File: src/rtl/core/measurement_clock_rate_tracker_unit_defines.svh
// ---------------------------------------------------------------------------
// Assertion macros for the measurement clock rate tracker
// ---------------------------------------------------------------------------
`ifndef MEASUREMENT_CLOCK_RATE_TRACKER_UNIT_DEFINES_SVH
`define MEASUREMENT_CLOCK_RATE_TRACKER_UNIT_DEFINES_SVH

// Implication checked at every clock edge outside reset.
`define MCRT_ASSERT_IMPL(label, clk, rst, ante, cons, msg) \
   label: assert property (@(posedge clk) disable iff (rst) (ante) |-> (cons)) \
      else $error(msg);

// Next-cycle implication checked outside reset.
`define MCRT_ASSERT_NEXT(label, clk, rst, ante, cons, msg) \
   label: assert property (@(posedge clk) disable iff (rst) (ante) |=> (cons)) \
      else $error(msg);

`endif

File: src/rtl/core/mcrt_pkg.sv
// ---------------------------------------------------------------------------
// mcrt_pkg
// Shared types and constants of the measurement clock rate tracker.
// ---------------------------------------------------------------------------
package mcrt_pkg;
   localparam int unsigned SampleDepth = 5;
   localparam int unsigned IdxW = $clog2(SampleDepth);
   localparam int unsigned CntW = $clog2(SampleDepth + 1);
   localparam logic [31:0] OneQ22 = 32'd4194304;

   localparam logic [1:0] KIND_OBSERVE = 2'd0;
   localparam logic [1:0] KIND_STALL   = 2'd1;
   localparam logic [1:0] KIND_RESOLVE = 2'd2;
   localparam logic [1:0] KIND_RESET   = 2'd3;

   localparam logic [2:0] CSR_REORDER  = 3'd0;
   localparam logic [2:0] CSR_INTERVAL = 3'd1;
   localparam logic [2:0] CSR_MIN_RATE = 3'd2;
   localparam logic [2:0] CSR_MAX_RATE = 3'd3;
   localparam logic [2:0] CSR_STALL_TO = 3'd4;

   // Divider request and reply.
   typedef struct packed {
      logic        start;
      logic [63:0] num;
      logic [63:0] den;
   } div_req_type;

   typedef struct packed {
      logic        done;
      logic        ok;
      logic [31:0] quo;
   } div_rsp_type;
endpackage

File: src/rtl/core/mcrt_divider.sv
// ---------------------------------------------------------------------------
// mcrt_divider
// Serial restoring divider: floor(num * 2^22 / den), one bit per cycle.
// ---------------------------------------------------------------------------
module mcrt_divider (
   input  logic                 clock,
   input  logic                 reset,
   input  mcrt_pkg::div_req_type req,
   output mcrt_pkg::div_rsp_type rsp
);
   import mcrt_pkg::*;

   // 86-bit dividend walked one bit per step; remainder kept 65 bits wide.
   logic        busy_ff, busy_in;
   logic [6:0]  step_ff, step_in;
   logic [85:0] dvd_ff, dvd_in;
   logic [64:0] rem_ff, rem_in;
   logic [63:0] den_ff, den_in;
   logic [85:0] quo_ff, quo_in;
   logic        done_ff, done_in;
   logic [64:0] trial;

   always_comb begin
      busy_in = busy_ff;
      step_in = step_ff;
      dvd_in  = dvd_ff;
      rem_in  = rem_ff;
      den_in  = den_ff;
      quo_in  = quo_ff;
      done_in = 1'b0;
      trial   = {rem_ff[63:0], dvd_ff[85]};
      if (req.start) begin
         busy_in = 1'b1;
         step_in = 7'd0;
         dvd_in  = {req.num, 22'd0};
         rem_in  = '0;
         den_in  = req.den;
         quo_in  = '0;
      end else if (busy_ff) begin
         dvd_in = {dvd_ff[84:0], 1'b0};
         if (trial >= {1'b0, den_ff}) begin
            rem_in = trial - {1'b0, den_ff};
            quo_in = {quo_ff[84:0], 1'b1};
         end else begin
            rem_in = trial;
            quo_in = {quo_ff[84:0], 1'b0};
         end
         step_in = step_ff + 7'd1;
         if (step_ff == 7'd85) begin
            busy_in = 1'b0;
            done_in = 1'b1;
         end
      end
   end

   always_ff @(posedge clock) begin
      if (reset) begin
         busy_ff <= 1'b0;
         done_ff <= 1'b0;
      end else begin
         busy_ff <= busy_in;
         done_ff <= done_in;
      end
      step_ff <= step_in;
      dvd_ff  <= dvd_in;
      rem_ff  <= rem_in;
      den_ff  <= den_in;
      quo_ff  <= quo_in;
   end

   assign rsp.done = done_ff;
   assign rsp.ok   = (den_ff != 64'd0) && (quo_ff[85:32] == '0);
   assign rsp.quo  = quo_ff[31:0];
endmodule

File: config.mk
export PLATFORM = sky130hd
export DESIGN_NAME = mcrt_divider
export DESIGN_NICKNAME = d
export VERILOG_FILES = /design/src/rtl/core/measurement_clock_rate_tracker_unit_defines.svh /design/src/rtl/core/mcrt_pkg.sv /design/src/rtl/core/mcrt_divider.sv
export SDC_FILE = /design/constraint.sdc
export NUM_CORES = 1
export LEC_CHECK = 0
export BUFFER_PORTS_ARGS = -buffer_cell sky130_fd_sc_hd__buf_2
export CAP_MARGIN = 10
export CORE_MARGIN = 8
export CORE_UTILIZATION = 30
export DETAILED_ROUTE_END_ITERATION = 12
export GPL_TIMING_DRIVEN = 0
export SYNTH_ARGS = -nofsm -noshare
export SYNTH_HDL_FRONTEND = slang
export SYNTH_SLANG_ARGS = --single-unit
export TNS_END_PERCENT = 50
File: constraint.sdc
create_clock -name clock -period 3.3 [get_ports clock]
set_input_delay 0.165 -clock clock [delete_from_list [all_inputs] [get_ports clock]]
set_output_delay 0.165 -clock clock [all_outputs]
set_load 0.02 [all_outputs]
==> Word-level counts from Yosys, hierarchy flattened <==
Cells that the tools add are included.
{ "totals": {"in_bits": 131, "register_bits": 287, "out_inout_bits": 34} }
{ "op_classes": {"magnitude_cmp": 1, "n_addsub": 2, "eq_ne": 1, "n_bitwise": 1, "muxes": 8, "reduce_logical": 5} }
{ "op_table": {"columns": ["cell", "n"], "rows": [
  ["86-bit 2-to-1 mux", 2],
  ["65-bit by 64-bit greater-or-equal comparator with 1-bit output", 1],
  ["64-bit 2-to-1 mux", 1],
  ["64-bit nonzero test", 1],
  ["64-bit subtractor", 1],
  ["54-bit zero test", 1],
  ["7-bit by 1-bit adder with 7-bit output (second input constant)", 1],
  ["7-bit == test (second input constant)", 1],
  ["1-bit 2-to-1 mux", 5],
  ["3-bit OR reduction", 1],
  ["2-bit nonzero test", 1],
  ["1-bit logical AND", 1],
  ["1-bit NOT", 1]
]} }

==> Logic depth before layout (Yosys ltp) <==
Gate-level depths: netlist of run 1.
{ "logic_depth": {"word_depth": 4, "mapped_depth": 15, "depth_no_buf": 13} }

==> Worst setup path before layout of run 1 <==
OpenSTA, ideal clock, no wires.
{ "synth_path": {"path_kind": "reg2reg", "start": "register den_ff[0]", "end": "register rem_ff[38]", "required_ns": 3.209, "slack_ns": 0.332, "n_path_buf": 0, "stages_incl_launch_ff": 13, "arrival_time_ns": 2.877, "cell_sequence": "edfxtp_1 ha_1 fa_1 nor2b_1 o31ai_1 a21oi_1 a31oi_2 o21a_1 o41ai_1 a21boi_0 xnor2_1 nand2_1 a311oi_1"} }
{ "synth_between": {"elab_chain_cells": 2, "elab_cells_between_ends": 3, "cone_classes": "add/sub (1); order compare (1); mux (1)"} }
{ "synth_lines": {"columns": ["item", "line_no", "source"], "rows": [
  ["from (decl)", "mcrt_divider.sv:18", "logic [63:0] den_ff, den_in;"],
  ["from (signal assigned)", "mcrt_divider.sv:67", "den_ff <= den_in;"],
  ["64-bit subtractor / 65-bit by 64-bit greater-or-equal comparator with 1-bit output (equally long branches)", "mcrt_divider.sv:42, mcrt_divider.sv:41", null],
  ["64-bit 2-to-1 mux *", "mcrt_divider.sv:41", "if (trial >= {1'b0, den_ff}) begin"],
  ["to (signal assigned)", "mcrt_divider.sv:66", "rem_ff <= rem_in;"],
  ["to (decl)", "mcrt_divider.sv:17", "logic [64:0] rem_ff, rem_in;"]
]} }
Mark *: on every way between the ends. The rest lies on a longest branch, timed or not.
A chain may end at the register's enable or synchronous reset.

==> Worst setup path in the final report of run 1 <==
{ "layout_path": {"start": "register den_ff[0]", "end": "register rem_ff[36]"} }
Same word-level chain as after synthesis.

==> summary.md, run 1 <==
| Metric | Value |
|---|---|
| Status | `finished with violations` |
| Failing checks | `setup timing` |
| Final instance area | `between 20000 and 25000 um2` |
| Multi-input gate area | `between 7000 and 8000 um2` |
| Post-Syn Instances | `between 1500 and 2000` |
| Initial antenna violation count | `2` |
| Cell Pwr Density | `~500 nW/um2` |
| Critical path required time | `around 3.8 ns` |
| # setup viols final | `2` |
| Worst reg-to-reg setup slack | `-0.03 ns` |
| TritonCTS clock tree | `yes` |
| Vias in the first global route | `around 13000` |
| Layout cells sized above 1 | `0.237` |
| Max stage delay on crit path | `about 0.49 ns` |
| Largest net degree at the start of global routing | `66` |
| Area after DPL | `approximately 17000 um2` |
| Arrival time at the worst endpoint | `between 3 and 4 ns` |
| IO Count | `165` |
| Critical path cell sequence | `ha_2 > fa_2 > nor2b_4 > o31ai_4 > a21oi_2 > buf_4 > a221o_2 > a21oi_4 > buf_4 > o31a_4 > o21ai_2 > xor2_1 > nand2_1 > a311oi_1` |
| Library cells used by synthesis | `74` |
| Worst hold path endpoint | `den_ff[8]` |
| Yosys top cell by area | `edfxtp_1` |
| Worst VDD drop | `between 300 and 400 uV` |
| Worst reg2reg startpoint | `den_ff[0]` |
| Dpl cells | `roughly 2400` |
| Syn Nets | `1799` |
| Final worst-path cycle share | `1.01` |
| Worst-Skew Late Latency | `0.55 ns` |
| Worst-path fanout max | `4` |
| RSZ-0062 raised after global routing | `yes` |
| FF+latch count, synth | `roughly 290` |
| Leak Pwr | `~8.2 nW` |
| Vias | `between 10000 and 15000` |
| CTS Buf Count | `35` |
| Final worst clock skew | `0.0119 ns` |
| Die area | `a little under 60000 um2` |
| Slew @ Worst Pin | `~0.90 ns` |
| CP Class | `flip-flop to flip-flop` |
| Global Route Usage Sum | `0.154` |
| CP most frequent cell | `buf_4` |
| Core Util, Final | `0.398` |
| Filler cells | `about 5000` |
| Reg clk slew, reported paths | `about 0.060 ns` |
| Post-route DRC | `0` |
| # port buffers | `164` |
| Post-layout min period | `between 3 and 4 ns` |
| Post-synth EDFFs | `roughly 130` |
| Iteration-0 DRC Markers | `approximately 750` |
| Hpwl dp | `33.5 mm` |
| Synth warn | `0` |
| Final WL | `around 47 mm` |
| Most frequent cells in the layout | `nor2_1 (203), buf_2 (173), nand2_1 (163)` |
| Post-synth top flop | `dfxtp_1` |
| Synth top area cells | `edfxtp_1 (25%), dfxtp_1 (21%), mux2i_1 (5.9%)` |
| Worst min-delay path class | `input port to flip-flop` |
| RePlAce Congestion | `around 0.94` |
| First-pass GRT wire length | `73.5 mm` |
| CTS H-tree depth | `2` |
| Root buf cell | `clkbuf_16` |
| Num rows | `83` |
| Share of the synthesized area in the top cell type | `0.250` |
| Average wire per standard cell | `17.8 um` |
| Initial Util | `0.302` |
| Sequential cell area | `7030 um2` |
| Hold Crit Depth | `1` |
| Register area share after synthesis | `0.456` |
| Slowest stage cell, crit path | `edfxtp_1` |
| Fmax achieved | `0.300 GHz` |
| Max-slew violation count | `0` |
| CTS sink cnt | `between 200 and 300` |
| Fin cells | `approximately 2700` |
| Slew HR | `0.403` |
| Synth async-reset ratio | `0` |
| Chip height | `approximately 240 um` |
| Max cap viols | `0` |
| Total core area | `approximately 50000 um2` |
| Routed Antenna Nets | `0` |
| First-pass DRT Iterations | `7` |
| Layout net count | `around 2200` |
| Crit end category | `flip-flop` |
| Hold Startpoint | `req[128]` |
| Die Width | `between 200 and 250 um` |
| Worst reg2reg path endpoint | `rem_ff[36]` |
| Via density per instance | `approximately 5.0` |
| Commonest non-fill, non-tap cell in the layout | `nor2_1` |
| Post-Place Setup Slack | `-0.606 ns` |
| Hold_ws | `0.266 ns` |
| Mapped Avg Cell Area | `a little under 10 um2` |
| R2R depth | `14` |
| Clock tree buffer depth | `3` |
| Setup ws final | `-0.0315 ns` |
| Synthesized cell area | `between 15000 and 20000 um2` |
| Total global routing overflow | `0` |
| Worst Setup Start Kind | `flip-flop` |
| P&R area growth vs syn | `31.7%` |
| Hold Vio Cnt, Final | `0` |
==> through the flow <==
stage / total power, mW / setup TNS (ns)
floorplan: 5.56 / 0
global placement: 6.14 / -91.99
detailed placement: 6.16 / -40.65
CTS: 10.3 / -0.0824
global route: 10.9 / -0.374
finish: 10.4 / -0.0421
==> kinds of logic after synthesis <==
kind of cell | Yosys count | share of synthesized area
AOI/OAI and AO/OA | 296 | 0.134
xor gates and xnor gates | 59 | 0.0336
adders and majority gates | 67 | 0.0549
buffers and inverters | 210 | 0.0625
DFF | 287 | 0.456
muxes | 154 | 0.105
and+or+nand+nor | 528 | 0.153
==> timing repair <==
action / in CTS / in global routing
resized for setup: 55 / 84
hold buffers: 129 / 0
setup endpoints to repair: 66 / 65
hold endpoints to repair: 130 / 0
setup buffers: 7 / 20
gates cloned: 0 / 0
pin swaps: 12 / 41
==> flip-flops by register name, indices dropped and copies added, names as in the netlist <==
register,cells
busy_ff,1
quo_ff,86
done_ff,1
dvd_ff,64
den_ff,64
rem_ff,64
step_ff,7
==> how the worst max path moves through the flow <==
| stage | startpoint | endpoint | slack, ns |
|---|---|---|---|
| floorplan | den_ff[0] | rem_ff[38] | 0.33 |
| detailed placement | den_ff[8] | rem_ff[50] | -0.61 |
| global placement | req[128] | dvd_ff[58] | -1.0 |
| finish | den_ff[0] | rem_ff[36] | -0.03 |
| global route | den_ff[0] | rem_ff[36] | -0.08 |
| CTS | den_ff[9] | rem_ff[62] | -0.08 |
==> metal layers <==
metal  GRT usage  vias up  wire length (um)
met3      0.0281       90              2510
met5           0        -                13
met2       0.245      357             21300
met1       0.202     6309             21700
met4      0.0649        2              1710
li1            -     6430                 -
==> synthesized netlist by cell type (all sizes together), types with 7 or more instances <==
cell type and instances:
nor2b 10, a311oi 52, nor3 19, a21oi 79, edfxtp 128, nand2 167
buf 68, ha 66, xnor2 37, xor2 22, o31ai 7, o21bai 14
o21ai 49, clkbuf 55, inv 87, nor2 205, nand3 17, nor4 38
o211ai 10, mux2i 91, nand4 30, a211oi 21, a21o 16, mux2 63
nand2b 11, dfxtp 159
==> power breakdown <==
| group | leakage (nW) | switching [mW] | internal, mW |
|---|---|---|---|
| clock | 0.566 | 1.56 | 2.34 |
| sequential | 2.56 | 0.152 | 3.98 |
| combinational | 5.12 | 1.36 | 0.990 |
==> cell type report <==
type | instances | area share
multi-input combinational | 1104 | 0.390
antenna | 1 | 0.000123
tap | 680 | 0.0420
buffer | 119 | 0.0342
timing repair buffer | 320 | 0.114
sequential | 287 | 0.347
clock buffer | 47 | 0.0485
inverter | 87 | 0.0161
clock inverter | 15 | 0.00846
==> worst max-delay path: cells and delay by family (launching register included) <==
family	cells	cell delay, ns
and+or+nand+nor	2	0.24
DFF	1	0.49
adders and majority gates	2	0.62
xor gates and xnor gates	1	0.16
buffers and inverters	2	0.33
AOI/OAI and AO/OA	7	1.39
Power figures use the tool's default switching activity.
==> run 2: changes to the inputs <==
==> constraint.sdc (replaced) <==
create_clock -name clock -period 2.7 [get_ports clock]
set_input_delay 0.135 -clock clock [delete_from_list [all_inputs] [get_ports clock]]
set_output_delay 0.135 -clock clock [all_outputs]
set_load 0.02 [all_outputs]
==> summary.md, run 2 (synthesis results as in run 1) <==
| Metric | Value |
|---|---|
| Global Route Usage Sum | `0.159 (+0.00499)` |
| Hold Startpoint | `req[128]` |
| Final instance area | `22700 um2 (+12%)` |
| Max cap viols | `0 (unchanged)` |
| Total core area | `51000 um2 (unchanged)` |
| CTS sink cnt | `287 (unchanged)` |
| IO Count | `165 (unchanged)` |
| Root buf cell | `clkbuf_16` |
| Worst reg-to-reg setup slack | `-0.54 ns (-0.50 ns)` |
| Num rows | `83 (unchanged)` |
| TritonCTS clock tree | `yes` |
| Via density per instance | `5.03 (+1.4%)` |
| Dpl cells | `2445 (unchanged)` |
| Reg clk slew, reported paths | `0.06 ns (about the same)` |
| Most frequent cells in the layout | `nor2_1 (198), buf_2 (166), dfxtp_1 (159)` |
| Worst reg2reg path endpoint | `rem_ff[62]` |
| Total global routing overflow | `0 (unchanged)` |
| Layout net count | `2248 (+4.5%)` |
| P&R area growth vs syn | `47.6%` |
| Worst VDD drop | `377 uV (-4.3%)` |
| Vias in the first global route | `13926 (+5.0%)` |
| # setup viols final | `66 (+64)` |
| Failing checks | `setup timing` |
| Final worst-path cycle share | `1.20 (+0.189)` |
| Slew HR | `0.398 (-0.00506)` |
| Die area | `58800 um2 (unchanged)` |
| Initial antenna violation count | `2 (unchanged)` |
| Crit end category | `flip-flop` |
| Number of flip-flops in the largest register | `86 (unchanged)` |
| Largest net degree at the start of global routing | `66 (unchanged)` |
| Leak Pwr | `9.21 nW (+12%)` |
| Sequential cell area | `7030 um2 (unchanged)` |
| Worst hold path endpoint | `den_ff[15]` |
| Chip height | `243 um (unchanged)` |
| Worst-Skew Late Latency | `0.56 ns (about the same)` |
| Clock tree buffer depth | `3 (unchanged)` |
| Vias | `13867 (+5.1%)` |
| Commonest non-fill, non-tap cell in the layout | `nor2_1` |
| Average wire per standard cell | `18.1 um (+2.1%)` |
| First-pass DRT Iterations | `5 (-2)` |
| Worst Setup Start Kind | `flip-flop` |
| Critical path required time | `3.15 ns (-0.60 ns)` |
| Arrival time at the worst endpoint | `3.69 ns (-0.09 ns)` |
| Routed Antenna Nets | `0 (unchanged)` |
| Worst-path fanout max | `4 (unchanged)` |
| Worst reg2reg startpoint | `den_ff[9]` |
| Hpwl dp | `33.5 mm (about the same)` |
| Fin cells | `2758 (+3.7%)` |
| RSZ-0062 raised after global routing | `yes` |
| Iteration-0 DRC Markers | `850 (+13%)` |
| Max-slew violation count | `0 (unchanged)` |
| RePlAce Congestion | `0.928 (-1.1%)` |
| Cell Pwr Density | `618 nW/um2 (+21%)` |
| Final worst clock skew | `0.0197 ns (+0.00777 ns)` |
| R2R depth | `12 (-2)` |
| Multi-input gate area | `9160 um2 (+16%)` |
| Slew @ Worst Pin | `0.903 ns (+0.00759 ns)` |
| Final WL | `50.0 mm (+5.8%)` |
| CTS Buf Count | `35 (unchanged)` |
| Post-layout min period | `3.24 ns (-0.0961 ns)` |
| Most flops, register | `quo_ff` |
| Post-route DRC | `0 (unchanged)` |
| Hold Vio Cnt, Final | `0 (unchanged)` |
| Hold Crit Depth | `1 (unchanged)` |
| Layout cells sized above 1 | `0.357 (+0.119)` |
| Post-Place Setup Slack | `-0.980 ns (-0.374 ns)` |
| Core Util, Final | `0.446 (+0.0480)` |
| Final TNS setup | `-22.63 ns (-22.59 ns)` |
| Worst min-delay path class | `input port to flip-flop` |
| # port buffers | `164 (unchanged)` |
| Filler cells | `4695 (-6.9%)` |
| Die Width | `243 um (unchanged)` |
| Status | `finished with violations` |
| Setup ws final | `-0.535 ns (-0.504 ns)` |
| Initial Util | `0.302 (unchanged)` |
| First-pass GRT wire length | `76.4 mm (+3.9%)` |
| Fmax achieved | `0.309 GHz (+3.0%)` |
| CP Class | `flip-flop to flip-flop` |
| CTS H-tree depth | `2 (unchanged)` |
| Area after DPL | `17200 um2 (+0.80%)` |
## run 2: changes by cell type in the layout (fill, tap and decap cells not counted), sizes merged
cell      delta
buf        +101
clkbuf       -5
clkinv       +1
clkinvlp     -1
inv          +2
## run 2: worst max-delay path by stage
stage | from | end | cells past startpoint
3_3_place_gp | req[128] | dvd_ff[70] | 4
5_1_grt | den_ff[17] | rem_ff[59] | 15
6_report | den_ff[9] | rem_ff[62] | 12
4_1_cts | dvd_ff[85] | rem_ff[62] | 13
3_5_place_dp | den_ff[8] | rem_ff[51] | 13
2_1_floorplan | den_ff[9] | rem_ff[62] | 12
## run 2: per-layer routing
metal  up-vias  wire length [um]  track usage
li1       6642                 -            -
met1      6737             21900        0.201
met2       381             23700        0.262
met3       105              2520       0.0309
met4         2              1880       0.0646
met5         -                13            0
## run 2: timing repair
| item | in CTS | in global routing |
|---|---|---|
| resized for setup | 233 | 185 |
| setup endpoints to repair | 130 | 131 |
| gates cloned | 8 | 0 |
| endpoints found under the hold margin | 130 | 0 |
| pin swaps | 103 | 96 |
| hold buffers | 129 | 0 |
| buffers inserted | 65 | 59 |
## run 2: area by class of cell
| cell class | count | area share |
|---|---|---|
| clock buffers | 47 | 0.0460 |
| inverters | 87 | 0.0144 |
| plain buffers | 112 | 0.0363 |
| multi-input cells | 1104 | 0.403 |
| well taps | 680 | 0.0374 |
| repair buffers | 423 | 0.145 |
| flip-flops and latches | 287 | 0.309 |
| clock inverters | 17 | 0.00848 |
| diodes | 1 | 0.000110 |
## run 2: worst max-delay path, stage by stage (launching register included)
cell      delay, ns
edfxtp_1       0.42
inv_2          0.09
ha_4           0.20
a211oi_2       0.20
nor2_2         0.07
o41a_1         0.35
a221o_2        0.45
a21oi_4        0.28
o211ai_4       0.17
a31o_1         0.30
a221oi_2       0.26
xor2_1         0.23
o31ai_1        0.09
## run 2: power by group
part	internal, mW	leakage [nW]	switching [mW]
Sequential	4.86	2.56	0.225
Combinational	1.88	6.03	2.05
Clock	3.04	0.616	1.98
## run 2: stage by stage
step           total power, mW  hold WS [ns]
2_1_floorplan             6.85         0.207
3_5_place_dp              7.58         0.313
6_report                  14.0         0.218
3_3_place_gp              7.55         0.313
4_1_cts                   13.6         0.220
5_1_grt                   14.6         0.269
